==> src/design/heartbeat_pulse_brightness_assert.svh <==
// Assertion helpers shared by the design files.
`ifndef HEARTBEAT_PULSE_BRIGHTNESS_ASSERT_SVH
`define HEARTBEAT_PULSE_BRIGHTNESS_ASSERT_SVH

// The consequent must hold in the same cycle as the antecedent.
`define HPB_ASSERT_IMPL(lbl, clk, rst_n, ante, cons, msg) \
    lbl: assert property (@(posedge clk) disable iff (!rst_n) (ante) |-> (cons)) \
        else $error(msg);

// The consequent must hold in the cycle after the antecedent.
`define HPB_ASSERT_NEXT(lbl, clk, rst_n, ante, cons, msg) \
    lbl: assert property (@(posedge clk) disable iff (!rst_n) (ante) |=> (cons)) \
        else $error(msg);

`endif

==> src/design/hpb_pkg.sv <==
`timescale 1ns / 1ps

package hpb_pkg;

    localparam int HPB_LED_COUNT   = 5;
    localparam int HPB_QUEUE_DEPTH = 4;

    localparam int TIME_W     = 32;
    localparam int LEN_W      = 16;
    localparam int CLR_W      = 8;
    localparam int LED_IDX_W  = 3;
    localparam int CFG_IDX_W  = 3;
    localparam int CFG_DATA_W = 16;

    localparam logic [CFG_IDX_W-1:0] REG_HUE        = 3'd0;
    localparam logic [CFG_IDX_W-1:0] REG_SATURATION = 3'd1;
    localparam logic [CFG_IDX_W-1:0] REG_REVERSE    = 3'd2;
    localparam logic [CFG_IDX_W-1:0] REG_CYCLE      = 3'd3;
    localparam logic [CFG_IDX_W-1:0] REG_PULSE_LEN  = 3'd4;
    localparam logic [CFG_IDX_W-1:0] REG_PULSE_OFS  = 3'd5;
    localparam logic [CFG_IDX_W-1:0] REG_BASE       = 3'd6;

    localparam logic [CLR_W-1:0] RST_HUE        = 8'h77;
    localparam logic [CLR_W-1:0] RST_SATURATION = 8'd255;
    localparam logic             RST_REVERSE    = 1'b1;
    localparam logic [LEN_W-1:0] RST_CYCLE      = 16'd1500;
    localparam logic [LEN_W-1:0] RST_PULSE_LEN  = 16'd150;
    localparam logic [LEN_W-1:0] RST_PULSE_OFS  = 16'd200;
    localparam logic [CLR_W-1:0] RST_BASE       = 8'd10;

    typedef struct packed {
        logic [CLR_W-1:0] hue;
        logic [CLR_W-1:0] sat;
        logic             rev;
        logic [LEN_W-1:0] cyc;
        logic [LEN_W-1:0] plen;
        logic [LEN_W-1:0] poff;
        logic [CLR_W-1:0] base;
    } t_cfg;

    // One LED's work: its two sample times and where it sits in the strip.
    typedef struct packed {
        logic [LED_IDX_W-1:0] led;
        logic                 last;
        logic [TIME_W-1:0]    t_a;
        logic [TIME_W-1:0]    t_b;
    } t_job;

endpackage

==> src/design/hpb_fifo.sv <==
`timescale 1ns / 1ps
`include "heartbeat_pulse_brightness_assert.svh"

module hpb_fifo #(
    parameter int DEPTH = hpb_pkg::HPB_QUEUE_DEPTH
) (
    input  logic          i_clk,
    input  logic          i_rst_n,
    input  logic          i_push,
    input  hpb_pkg::t_job i_data,
    output logic          o_full,
    input  logic          i_pop,
    output hpb_pkg::t_job o_data,
    output logic          o_empty
);
    import hpb_pkg::*;

    localparam int AW = (DEPTH > 1) ? $clog2(DEPTH) : 1;
    localparam int CW = $clog2(DEPTH + 1);

    t_job          r_mem [DEPTH];
    logic [AW-1:0] r_wptr;
    logic [AW-1:0] r_rptr;
    logic [CW-1:0] r_count;

    assign o_full  = (r_count == CW'(DEPTH));
    assign o_empty = (r_count == '0);
    assign o_data  = r_mem[r_rptr];

    function automatic logic [AW-1:0] next_ptr(logic [AW-1:0] p);
        return (p == AW'(DEPTH - 1)) ? '0 : p + AW'(1);
    endfunction

    always_ff @(posedge i_clk) begin
        if (!i_rst_n) begin
            r_wptr  <= '0;
            r_rptr  <= '0;
            r_count <= '0;
        end else begin
            if (i_push) begin
                r_wptr <= next_ptr(r_wptr);
            end
            if (i_pop) begin
                r_rptr <= next_ptr(r_rptr);
            end
            if (i_push && !i_pop) begin
                r_count <= r_count + CW'(1);
            end else if (i_pop && !i_push) begin
                r_count <= r_count - CW'(1);
            end
        end
    end

    always_ff @(posedge i_clk) begin
        if (i_push) begin
            r_mem[r_wptr] <= i_data;
        end
    end

    `HPB_ASSERT_IMPL(a_no_push_full, i_clk, i_rst_n, i_push, !o_full, "push into full queue")
    `HPB_ASSERT_IMPL(a_no_pop_empty, i_clk, i_rst_n, i_pop, !o_empty, "pop from empty queue")

endmodule

==> config.mk <==
export PLATFORM = sky130hd
export DESIGN_NAME = hpb_fifo
export DESIGN_NICKNAME = d
export VERILOG_FILES = /design/src/design/hpb_pkg.sv /design/src/design/hpb_fifo.sv
export VERILOG_INCLUDE_DIRS = /design/src /design/src/design
export SDC_FILE = /design/constraint.sdc
export NUM_CORES = 1
export LEC_CHECK = 0
export ABC_CLOCK_PERIOD_IN_PS = 4300
export BUFFER_PORTS_ARGS = -buffer_cell sky130_fd_sc_hd__buf_2
export CELL_PAD_IN_SITES_DETAIL_PLACEMENT = 1
export CELL_PAD_IN_SITES_GLOBAL_PLACEMENT = 1
export CORE_AREA = 2 2 142 144
export DETAILED_ROUTE_END_ITERATION = 6
export DIE_AREA = 0 0 144 146
export GPL_TIMING_DRIVEN = 0
export PLACE_DENSITY_LB_ADDON = 0.15
export SLEW_MARGIN = 10
export SYNTH_ARGS = -nofsm -noshare
export SYNTH_HDL_FRONTEND = slang
export SYNTH_SLANG_ARGS = --single-unit
export TNS_END_PERCENT = 50
==> constraint.sdc <==
create_clock -name i_clk -period 4.3 [get_ports i_clk]
set_clock_uncertainty 0.1 [all_clocks]
set_input_delay 0.215 -clock i_clk [delete_from_list [all_inputs] [get_ports i_clk]]
set_output_delay 0.215 -clock i_clk [all_outputs]
set_load 0.01 [all_outputs]
Word-level counts from Yosys, hierarchy flattened --
Memory sizes are Yosys's and may differ from the RTL's. A register that Yosys moved wholly into a read port is not among the register bits. Cells that the tools add are included.
Storage, ports and cells: RAM bits 272, output and inout port bits 70, memories kept 1, flip-flop bits (word level) 7
Cells by class: multiplexer cells 8, reduce and logical (&&, ||, !) cells 6, add/sub/neg operators 4, eq/ne operators 3
Memory list:
- r_mem | depth 4, width 68, read ports 1, clocked after Yosys merged registers in 1, wr ports 1, line hpb_fifo.sv:21 | t_job r_mem [DEPTH];
Operators with widths (count):
- two-way mux 2 bit | 4
- two-way mux 3 bit | 2
- adder 2 x 1 -> 2 bit (second input constant) | 2
- equality test 2 bit (second input constant) | 2
- adder 3 x 1 -> 3 bit (second input constant) | 1
- equality test 3 bit (second input constant) | 1
- zero test 3 bit | 1
- subtractor 3 x 1 -> 3 bit (second input constant) | 1
- logical AND 1 bit | 2
- zero test 1 bit | 2
- two-way mux 1 bit | 2
- nonzero test 2 bit | 1

Longest topological paths before layout --
depth after elaboration 4, depth in mapped cells 7, mapped depth without buffers 7

Worst setup path before layout --
Ideal clock, no wire load.
path kind flip-flop to flip-flop, start point reg r_wptr[0], end point mem r_mem[3][0] (netlist name) (enable), arrival time 2.143 ns, path buffers 0, stages on the path, launching flop included 3, data required time 3.767 ns, setup slack 1.624 ns, cell sequence dfxtp_1 > ha_1 > and2_1
RTL lines:
- start: declaration | line hpb_fifo.sv:22 | logic [AW-1:0] r_wptr;
- start signal: assignment | line hpb_fifo.sv:41 | r_wptr <= next_ptr(r_wptr);
- end: declaration | line hpb_fifo.sv:21
No word-level cell before the write port.

==> flow_summary.json <==
{
  "start_util_pct": 53.24,
  "drive_gt1_share_pct": 41.44,
  "critPathLaunchType": "flop",
  "firstDrtPassIters": 4,
  "cp_max_fo": 10,
  "synth_top_area_cell": "edfxtp_1",
  "die-width_um": 144,
  "wirelength_um": 20590,
  "tns_ps": 0,
  "clk_pin_slew_ps": 60,
  "core_mm2": 0.01933,
  "cts_sinks": 281,
  "cts_tree": "done",
  "period_share_pct": 57.28,
  "netlist.area_leader.share_pct": 79.35,
  "grt_usage_pct": 20.52,
  "clk_latency_ps": 530,
  "drt_iter0_drc": 205,
  "gp_congestion": 0.7174,
  "critPathKind": "reg -> out",
  "finalMaxSlewViolations": 0,
  "netlist_instances": 400,
  "max_cap_violations": 0,
  "netlist_area_mm2": 0.01029,
  "hp-start": "i_data[5]",
  "rsz0062_at_grt": "no",
  "drc": 0,
  "placed_cells": 810,
  "nets": 726,
  "ys_seq_area_share_pct": 81.10,
  "port_buffers": 141,
  "reg2reg_slack_ps": 2420,
  "syn_to_final_growth_pct": 27.51,
  "synth_seq_cells": 281,
  "syn-num-nets": 479,
  "antenna_found_initial": 1,
  "hold_class": "in -> reg",
  "yosysWarningCount": 0,
  "grt_overflow": 0,
  "worstMarginPinSlew_ps": 699.2,
  "cts_setup_buffers": 0,
  "netlist_top_cells_area": "edfxtp_1, mux4_2, dfxtp_1",
  "htree_levels": 1,
  "required_ps": 3980,
  "clk_path_buf_depth": 3,
  "outcome": "finished, final reports clean",
  "fp.dieH_um": 146,
  "end_kind": "primary output",
  "cts_hold_buf": 71,
  "yosysMostFrequentCell": "edfxtp_1",
  "grt_pass1_vias": 5778,
  "setup_violations": 0,
  "min_to": "r_mem[3][5]",
  "cp_data_arrival_time_ps": 2150,
  "fp.dieArea_mm2": 0.02102,
  "num_vias": 5020,
  "grt_pass1_wl_um": 32490,
  "vdd_drop_max_mv": 0.5269,
  "ctsResizeCount": 0,
  "clockRootBuffer": "clkbuf_16",
  "grt_max_degree": 43,
  "ys.flop_type": "edfxtp_1",
  "synth.cells.most_frequent": "edfxtp_1, mux4_2, dfxtp_1",
  "via_per_inst": 5.386,
  "r2r_cells": 3,
  "synthArstFlopShare_pct": 0,
  "max_slew_margin_pct": 53.39,
  "rows": 51,
  "power.density_mw_per_mm2": 477.3,
  "r2r-start": "r_wptr[0]",
  "max_freq_mhz": 406.0,
  "power_leakage_nw": 4.537,
  "drtAntennaViolNets": 0,
  "wl_per_cell_um": 22.09,
  "ys_types": 23,
  "io-pin-count": 142,
  "hold_depth": 2,
  "fin_cells": 932,
  "synth_area_per_cell_um2": 25.73,
  "numCtsBuffers": 29,
  "min_period_ps": 2463,
  "place_hpwl_um": 12250,
  "r2r-end": "r_mem[3][23]",
  "finalHoldViolCount": 0,
  "synth_edf_count": 272
}
-- per-stage QoR --
stage	total power [W]	setup WS, ps	utilization (%)	hold WS, ps	area, um^2
detailed placement	0.003770	2369	59.22	332.0	11450
global route	0.006482	1740	67.88	325.9	13130
CTS	0.006327	1782	67.87	313.2	13120
floorplan	0.003530	1624	-	213.9	10290
global placement	0.003739	365.0	58.60	323.1	11330
finish	0.006264	1837	67.88	336.4	13130
-- how the worst max path moves through the flow --
stage,start,end,cells after the start
CTS,flop,o_data[42],5
global route,flop,o_data[42],5
finish,flop,o_data[9],4
floorplan,r_wptr[0],r_mem[3][0],2
global placement,r_wptr[0],r_mem[3][38],2
detailed placement,flop,o_data[42],5
-- routing by layer --
metal	part of all wire (%)	vias up	wire length [um]	GRT usage (%)
met4	1.9	0	400	5.882
met1	40	2630	8223	26.34
met2	52	157	10680	35.21
met3	6.2	36	1283	4.738
li1	-	2197	-	-
met5	0	-	0	0
-- logic make-up after synthesis --
kind of cell	after synthesis	share of synthesized area (%)
flip-flops	281	81.10
multiplexers	72	15.27
buffers and inverters	20	1.471
AND/OR/NAND/NOR	15	0.8752
adder cells (fa/ha/maj)	7	0.9238
AO/OA/AOI/OAI	3	0.1945
XOR/XNOR	2	0.1702
-- report_power, final --
part / internal [W] / leakage (nW) / switching (W)
logic: 0.000292 / 1.49 / 0.000298
clock network: 0.00152 / 0.475 / 0.000976
registers: 0.00314 / 2.57 / 0.0000368
total: 0.00495 / 4.54 / 0.00131
-- layout by cell type (no fill, tap or decap), types with 6 or more instances in the layout --
master	count
buf_2	145
mux4_2	68
clkinv_2	10
ha_1	6
dfxtp_1	9
edfxtp_1	272
clkbuf_16	29
clkbuf_1	6
dlygate4sd3_1	71
-- critical path: stages, from the launching register on --
cell and delay (ps):
dfxtp_1 300, buf_2 170, clkbuf_1 560, mux4_2 420
buf_2 170
-- sequential cells by signal, indices dropped and copies added, names as in the netlist, named ones only --
signal / count
r_mem: 272
r_wptr: 2
r_count: 3
r_rptr: 2
-- area by class of cell --
cell class                 instances  area, um^2
buffer                            16       136.4
clock inverter                    19       227.7
clock buffer                      31       733.2
tap                              265       331.6
inverter                           4       15.01
antenna                            1       2.502
sequential                       281        8348
timing repair buffer             216        1526
fill                            1560        6210
multi-input combinational         99        1804
(Power assumes the default switching activity.)
