$ cat config.mk
export PLATFORM = sky130hd
export DESIGN_NAME = hpb_front
export DESIGN_NICKNAME = d
export VERILOG_FILES = /design/src/design/heartbeat_pulse_brightness_assert.svh /design/src/design/hpb_pkg.sv /design/src/design/hpb_front.sv
export SDC_FILE = /design/constraint.sdc
export NUM_CORES = 1
export LEC_CHECK = 0
export BUFFER_PORTS_ARGS = -buffer_cell sky130_fd_sc_hd__buf_2
export CAP_MARGIN = 10
export CORE_UTILIZATION = 50
export CTS_CLUSTER_DIAMETER = 120
export DETAILED_ROUTE_END_ITERATION = 8
export HOLD_SLACK_MARGIN = 0.05
export PLACE_DENSITY_LB_ADDON = 0.08
export SLEW_MARGIN = 20
export SYNTH_ARGS = -nofsm -noshare
export SYNTH_HDL_FRONTEND = slang
export SYNTH_SLANG_ARGS = --single-unit
export TNS_END_PERCENT = 5
$ cat constraint.sdc
create_clock -name i_clk -period 4.9 [get_ports i_clk]
set_input_delay 0 -clock i_clk [delete_from_list [all_inputs] [get_ports i_clk]]
set_output_delay 0 -clock i_clk [all_outputs]
set_load 0.05 [all_outputs]
$ cat src/design/heartbeat_pulse_brightness_assert.svh
// Assertion helpers shared by the design files.
`ifndef HEARTBEAT_PULSE_BRIGHTNESS_ASSERT_SVH
`define HEARTBEAT_PULSE_BRIGHTNESS_ASSERT_SVH

// The consequent must hold in the same cycle as the antecedent.
`define HPB_ASSERT_IMPL(lbl, clk, rst_n, ante, cons, msg) \
    lbl: assert property (@(posedge clk) disable iff (!rst_n) (ante) |-> (cons)) \
        else $error(msg);

// The consequent must hold in the cycle after the antecedent.
`define HPB_ASSERT_NEXT(lbl, clk, rst_n, ante, cons, msg) \
    lbl: assert property (@(posedge clk) disable iff (!rst_n) (ante) |=> (cons)) \
        else $error(msg);

`endif

$ cat src/design/hpb_pkg.sv
`timescale 1ns / 1ps

package hpb_pkg;

    localparam int HPB_LED_COUNT   = 5;
    localparam int HPB_QUEUE_DEPTH = 4;

    localparam int TIME_W     = 32;
    localparam int LEN_W      = 16;
    localparam int CLR_W      = 8;
    localparam int LED_IDX_W  = 3;
    localparam int CFG_IDX_W  = 3;
    localparam int CFG_DATA_W = 16;

    localparam logic [CFG_IDX_W-1:0] REG_HUE        = 3'd0;
    localparam logic [CFG_IDX_W-1:0] REG_SATURATION = 3'd1;
    localparam logic [CFG_IDX_W-1:0] REG_REVERSE    = 3'd2;
    localparam logic [CFG_IDX_W-1:0] REG_CYCLE      = 3'd3;
    localparam logic [CFG_IDX_W-1:0] REG_PULSE_LEN  = 3'd4;
    localparam logic [CFG_IDX_W-1:0] REG_PULSE_OFS  = 3'd5;
    localparam logic [CFG_IDX_W-1:0] REG_BASE       = 3'd6;

    localparam logic [CLR_W-1:0] RST_HUE        = 8'h77;
    localparam logic [CLR_W-1:0] RST_SATURATION = 8'd255;
    localparam logic             RST_REVERSE    = 1'b1;
    localparam logic [LEN_W-1:0] RST_CYCLE      = 16'd1500;
    localparam logic [LEN_W-1:0] RST_PULSE_LEN  = 16'd150;
    localparam logic [LEN_W-1:0] RST_PULSE_OFS  = 16'd200;
    localparam logic [CLR_W-1:0] RST_BASE       = 8'd10;

    typedef struct packed {
        logic [CLR_W-1:0] hue;
        logic [CLR_W-1:0] sat;
        logic             rev;
        logic [LEN_W-1:0] cyc;
        logic [LEN_W-1:0] plen;
        logic [LEN_W-1:0] poff;
        logic [CLR_W-1:0] base;
    } t_cfg;

    // One LED's work: its two sample times and where it sits in the strip.
    typedef struct packed {
        logic [LED_IDX_W-1:0] led;
        logic                 last;
        logic [TIME_W-1:0]    t_a;
        logic [TIME_W-1:0]    t_b;
    } t_job;

endpackage

$ cat src/design/hpb_front.sv
`timescale 1ns / 1ps

module hpb_front #(
    parameter int LED_COUNT = hpb_pkg::HPB_LED_COUNT
) (
    input  logic                      i_clk,
    input  logic                      i_rst_n,
    input  logic                      i_time_valid,
    output logic                      o_time_ready,
    input  logic [hpb_pkg::TIME_W-1:0] i_time_ms,
    input  hpb_pkg::t_cfg             i_cfg,
    input  logic                      i_full,
    output logic                      o_push,
    output hpb_pkg::t_job             o_job
);
    import hpb_pkg::*;

    localparam int CNT_W     = (LED_COUNT > 1) ? $clog2(LED_COUNT) : 1;
    localparam int MAX_SHIFT = (LED_COUNT / 2) * (LED_COUNT - 1);
    localparam int SHIFT_W   = (MAX_SHIFT > 1) ? $clog2(MAX_SHIFT + 1) : 1;

    logic                r_busy;
    logic [CNT_W-1:0]    r_led;
    logic [SHIFT_W-1:0]  r_shift;
    logic [TIME_W-1:0]   r_time;
    logic                w_done;
    logic                w_accept;
    logic [TIME_W-1:0]   w_t_a;

    assign o_push       = r_busy && !i_full;
    assign w_done       = o_push && (r_led == CNT_W'(LED_COUNT - 1));
    assign o_time_ready = !r_busy || w_done;
    assign w_accept     = i_time_valid && o_time_ready;

    assign w_t_a = i_cfg.rev ? (r_time - TIME_W'(r_shift)) : (r_time + TIME_W'(r_shift));

    always_comb begin
        o_job.led  = LED_IDX_W'(r_led);
        o_job.last = (r_led == CNT_W'(LED_COUNT - 1));
        o_job.t_a  = w_t_a;
        o_job.t_b  = w_t_a + TIME_W'(i_cfg.poff);
    end

    always_ff @(posedge i_clk) begin
        if (!i_rst_n) begin
            r_busy <= 1'b0;
        end else if (w_accept) begin
            r_busy <= 1'b1;
        end else if (w_done) begin
            r_busy <= 1'b0;
        end
    end

    // A new word restarts the LED walk; otherwise each push moves one LED on.
    always_ff @(posedge i_clk) begin
        if (w_accept) begin
            r_time  <= i_time_ms;
            r_led   <= '0;
            r_shift <= '0;
        end else if (o_push) begin
            r_led   <= r_led + CNT_W'(1);
            r_shift <= r_shift + SHIFT_W'(LED_COUNT / 2);
        end
    end

endmodule

Word level (Yosys, flattened, before mapping):

Index checks and enable logic that the tools add are counted.

* add/subtract/negate cells: 5
* multipliers: 0
* div/mod/pow operators: 0
* $lt $le $gt $ge: 0
* equal/unequal tests: 1
* shift operators: 0
* multiplexer cells: 3
* bitwise logic cells: 0
* reduce and logical (&&, ||, !) cells: 7

Operator list (count)
* adder 32 x 16 -> 32 bit: 1
* adder 32 x 4 -> 32 bit: 1
* 2-to-1 mux 32 bit: 1
* subtractor 32 x 4 -> 32 bit: 1
* adder 4 x 2 -> 4 bit (second input constant): 1
* adder 3 x 1 -> 3 bit (second input constant): 1
* equality test 3 bit (second input constant): 1
* logical AND 1 bit: 3
* zero test 1 bit: 2
* 2-to-1 mux 1 bit: 2
* nonzero test 2 bit: 1
* logical OR 1 bit: 1

* flip-flop bits (word level): 40
* bits in latches: 0
* memory bits (writable): 0
* ROM bits: 0
* input bits: 109
* output and inout bits: 70
* word-level logic and storage cells: 20
* memories kept: 0

Longest topological paths before layout:

* word-level depth: 6
* mapped depth: 22
* mapped depth without buffers: 22

Worst setup path after synthesis:

No wires, ideal clock.

* path type: register to output
* start: register r_shift[1]
* end: output port o_job[31] in the netlist's numbering
* arrival time: 5.616 ns
* required time: 4.900 ns
* slack: -0.716 ns
* stages on the path, launching flop included: 22
* path buffers: 0
* path through: dfxtp_1 -> inv_1 -> ha_1 -> ha_1 -> or2_2 -> ha_1 -> o2111ai_1 -> a21oi_1 -> o21ai_0 -> nand2b_1 -> a21oi_1 -> xnor2_1 -> ha_1 -> and3_1 -> a22oi_1 -> a31oi_1 -> o31a_1 -> a211o_1 -> nand4_1 -> nor3_2 -> nand4_1 -> xnor2_1

RTL lines
* start: declaration: RTL line hpb_front.sv:24 `logic [SHIFT_W-1:0] r_shift;`
* start signal: assignment: RTL line hpb_front.sv:62 `r_shift <= r_shift + SHIFT_W'(LED_COUNT / 2);`
* end: declaration: RTL line hpb_front.sv:14 `output hpb_pkg::t_job o_job`

==> metrics.txt <==
Hold Fails Final Rpt=0; CTS buffer count=5; final critical-path share of the clock period=0.959; GR Util met2=0.420; Final nets=835; reg2reg setup slack=3000 ps; reg2reg end=r_time[27]$_DFFE_PP_; initial antenna violation count=0; Reg area=1100 µm²; Hold Path Depth=4; WHS Endpoint=r_led[0]$_SDFFE_PP0P_; synthesized flop and latch total=39; placed cell area=5230 µm²; chip width=95.0 µm; Hold WS=166 ps; I/O Buffers=122; ANT nets after route=0; DIE HEIGHT=95.0 µm; total grt overflow=0; crit-path max FO=5; Peak Freq=213 MHz; DR pass1 iterations=5; met1 Use GR=0.362; MaxCap Viol Count=0; leakage=2.60 nW; Core ar.=8300 µm²; predominant post-synthesis flop cell=edfxtp_1; Worst Reg-to-Reg Cells=6; Worst EP required=4900 ps; Worst Path Buf+Inv=3; WS Path Type=reg -> out; Max rail drop VDD=285 µV; CP endpoint kind=output pin; CTS Buffer Depth=2; Most Crowded Layer GR=met2; max incr delay on CP=330 ps; Post-synth ARST share=0; Post-Syn Area=4330 µm²; die area=9030 µm²; sequential share of the synthesized area=0.254; Worst setup SP type=flip-flop; finished layout cell area=5980 µm²; GPL Wtd Cong=0.909; DR vias/cell=5.77; H-tree depth=2; syn_area_per_cell=8.55 µm²; Clock Skews=6.23 ps; Mapped Cells=506; R2R Path Start=r_led[0]$_SDFFE_PP0P_; post-synth net total=668; GRT Util Overall=0.258; row count=33; mean routed wirelength per cell=15.0 µm; status=finished, final reports clean; I/O pins=179; # DRC=0; clk sinks=39; Synth Warn #=0; CTS tree=done; top cells by area in the synthesized netlist=edfxtp_1 (22%), ha_1 (15%), xnor2_1 (6.7%); post-synth top area share=0.222; Max Transition Viols Final=0; Hold Startpoint=i_full; Synth area leader=edfxtp_1; setup TNS=0 ps; number of synthesized flops with an enable pin=32; multi-input gate area in the final layout=3410 µm²; Starting Density=0.521; Root Driver=clkbuf_8; Finish-stage setup viols=0; Vias=4492; Hold Path Class=in -> reg; hpwl dp=8840 µm; clock slew seen by the registers of the worst setup and hold paths=70 ps; synth unique cells=67; first-pass GRT wire length=18300 µm; Layout fillers=651; Area Growth Syn to Fin=38.3%; layout cells sized above 1=0.318; crit path cell chain=inv_1 > ha_4 > ha_1 > mux2i_2 > ha_4 > o211ai_1 > o21bai_1 > a31oi_1 > buf_4 > xnor2_2 > ha_1 > a21o_1 > a22oi_2 > nand2b_1 > o31a_1 > a211o_1 > nand4_1 > nor3_4 > nand3_1 > xnor2_2 > buf_4; slew margin rel.=0.463; vias in the first global route=3978; Iter 0 DRT Violations=227; Worst EP arrival=4700 ps; PwrDens=526 nW/µm²; Largest delay share family, worst path=compound AO/OA/AOI/OAI gates; Tmin final=4700 ps; worst-skew pair later-pin latency=290 ps; DRT Wirelength=11700 µm; slowest CP cell=dfxtp_1; worst slew pin tran=804 ps; met3 track demand over resource=0.0303; ant diodes=0; pin count of the biggest net entering global routing=39
## registers in the layout, indices dropped and copies added (netlist names)
register and count:
r_time 32, r_led 3, r_shift 3, r_busy 1
## timing repair
item | 4_1_cts | 5_1_grt
gates resized for setup | 19 | 31
pin swaps | 6 | 15
setup buffers | 3 | 3
hold endpoints to repair | 33 | 0
endpoints found under the setup margin | 14 | 14
hold buffers | 34 | 0
## cell families (layout without fill, tap and decap cells)
family | after synthesis | after routing | share of synthesized area
mux | 4 | 4 | 0.00954
xor+xnor | 52 | 52 | 0.105
buf+inv | 43 | 211 | 0.0419
flops | 39 | 39 | 0.254
fa+ha+maj | 53 | 53 | 0.155
simple gates | 170 | 170 | 0.196
compound gates | 145 | 145 | 0.237
## worst max-delay path by stage
stage,startpoint,end,cells after the start
floorplan,r_shift[1]$_SDFFE_PP0P_,o_job[30],18
global placement,r_shift[2]$_SDFFE_PP0P_,o_job[31],20
detailed placement,r_shift[2]$_SDFFE_PP0P_,o_job[29],22
CTS,r_shift[2]$_SDFFE_PP0P_,o_job[26],19
global route,r_shift[1]$_SDFFE_PP0P_,o_job[29],21
finish,r_shift[1]$_SDFFE_PP0P_,o_job[27],21
## cell usage in the layout (no fill, tap or decap), types with 6 or more instances in the layout
master / n
nand2_1: 39
a21oi_1: 31
buf_2: 116
nor2_1: 50
dfxtp_1: 6
nand4_1: 8
and3_1: 6
ha_1: 44
xor2_2: 6
a21o_1: 19
inv_1: 25
a21oi_2: 9
edfxtp_1: 32
buf_4: 24
xnor2_2: 9
dlygate4sd3_1: 34
xor2_1: 13
xnor2_1: 23
nor3_1: 15
ha_4: 8
o21a_1: 8
o21ai_0: 17
nand3_1: 11
nor2b_1: 6
## synth_stat cells, drive strengths merged, types with 4 or more instances
cell type	n
buf	9
a21o	19
dfxtp	7
a211o	4
nor2	51
ha	52
nor3	16
nand2	39
a211oi	9
a21oi	40
a31oi	4
or2	4
xor2	19
edfxtp	32
o21a	8
o21ai	23
nor2b	6
xnor2	33
a21boi	4
nand4	8
o211ai	6
and3	8
clkbuf	8
inv	26
nor4	6
nand3	12
## worst reg2reg max path: cells and delay by family (launching register included)
kind,cells,cell delay (ps)
buffers and inverters,2,480
DFF,1,350
and+or+nand+nor,2,260
adders and majority gates,1,140
AOI/OAI and AO/OA,1,320
## power by group
group / internal (W) / total [W] / switching (W)
clock: 0.000132 / 0.000243 / 0.000111
sequential: 0.000382 / 0.000392 / 0.0000107
combinational: 0.000754 / 0.00251 / 0.00176
total: 0.00127 / 0.00315 / 0.00188
## metrics by stage
step                      cells  utilization  setup WS [ps]  total power (W)
after floorplan             506            -           -196          0.00228
after global placement      731        0.630            150          0.00272
after detailed placement    731        0.630           51.1          0.00275
after CTS                   776        0.697          -3.29          0.00307
after global routing        779        0.721          -41.2          0.00333
final                       779        0.721            199          0.00315
## layout make-up
type,instances,share of cell area
Multi-Input combinational cell,424,0.571
Timing Repair Buffer,177,0.189
Sequential cell,39,0.185
Tap cell,105,0.0220
Clock buffer,7,0.0163
Inverter,26,0.0163
Clock inverter,1,0.00105
## layer usage
metal  wire (µm)  share of wire  vias up
li1            -              -     2204
met1        5410           0.46     2070
met2        5260           0.45      193
met3         792          0.068       25
met4         247          0.021        0
met5           0              0        -
No activity file was read; power rests on OpenSTA's default activity.
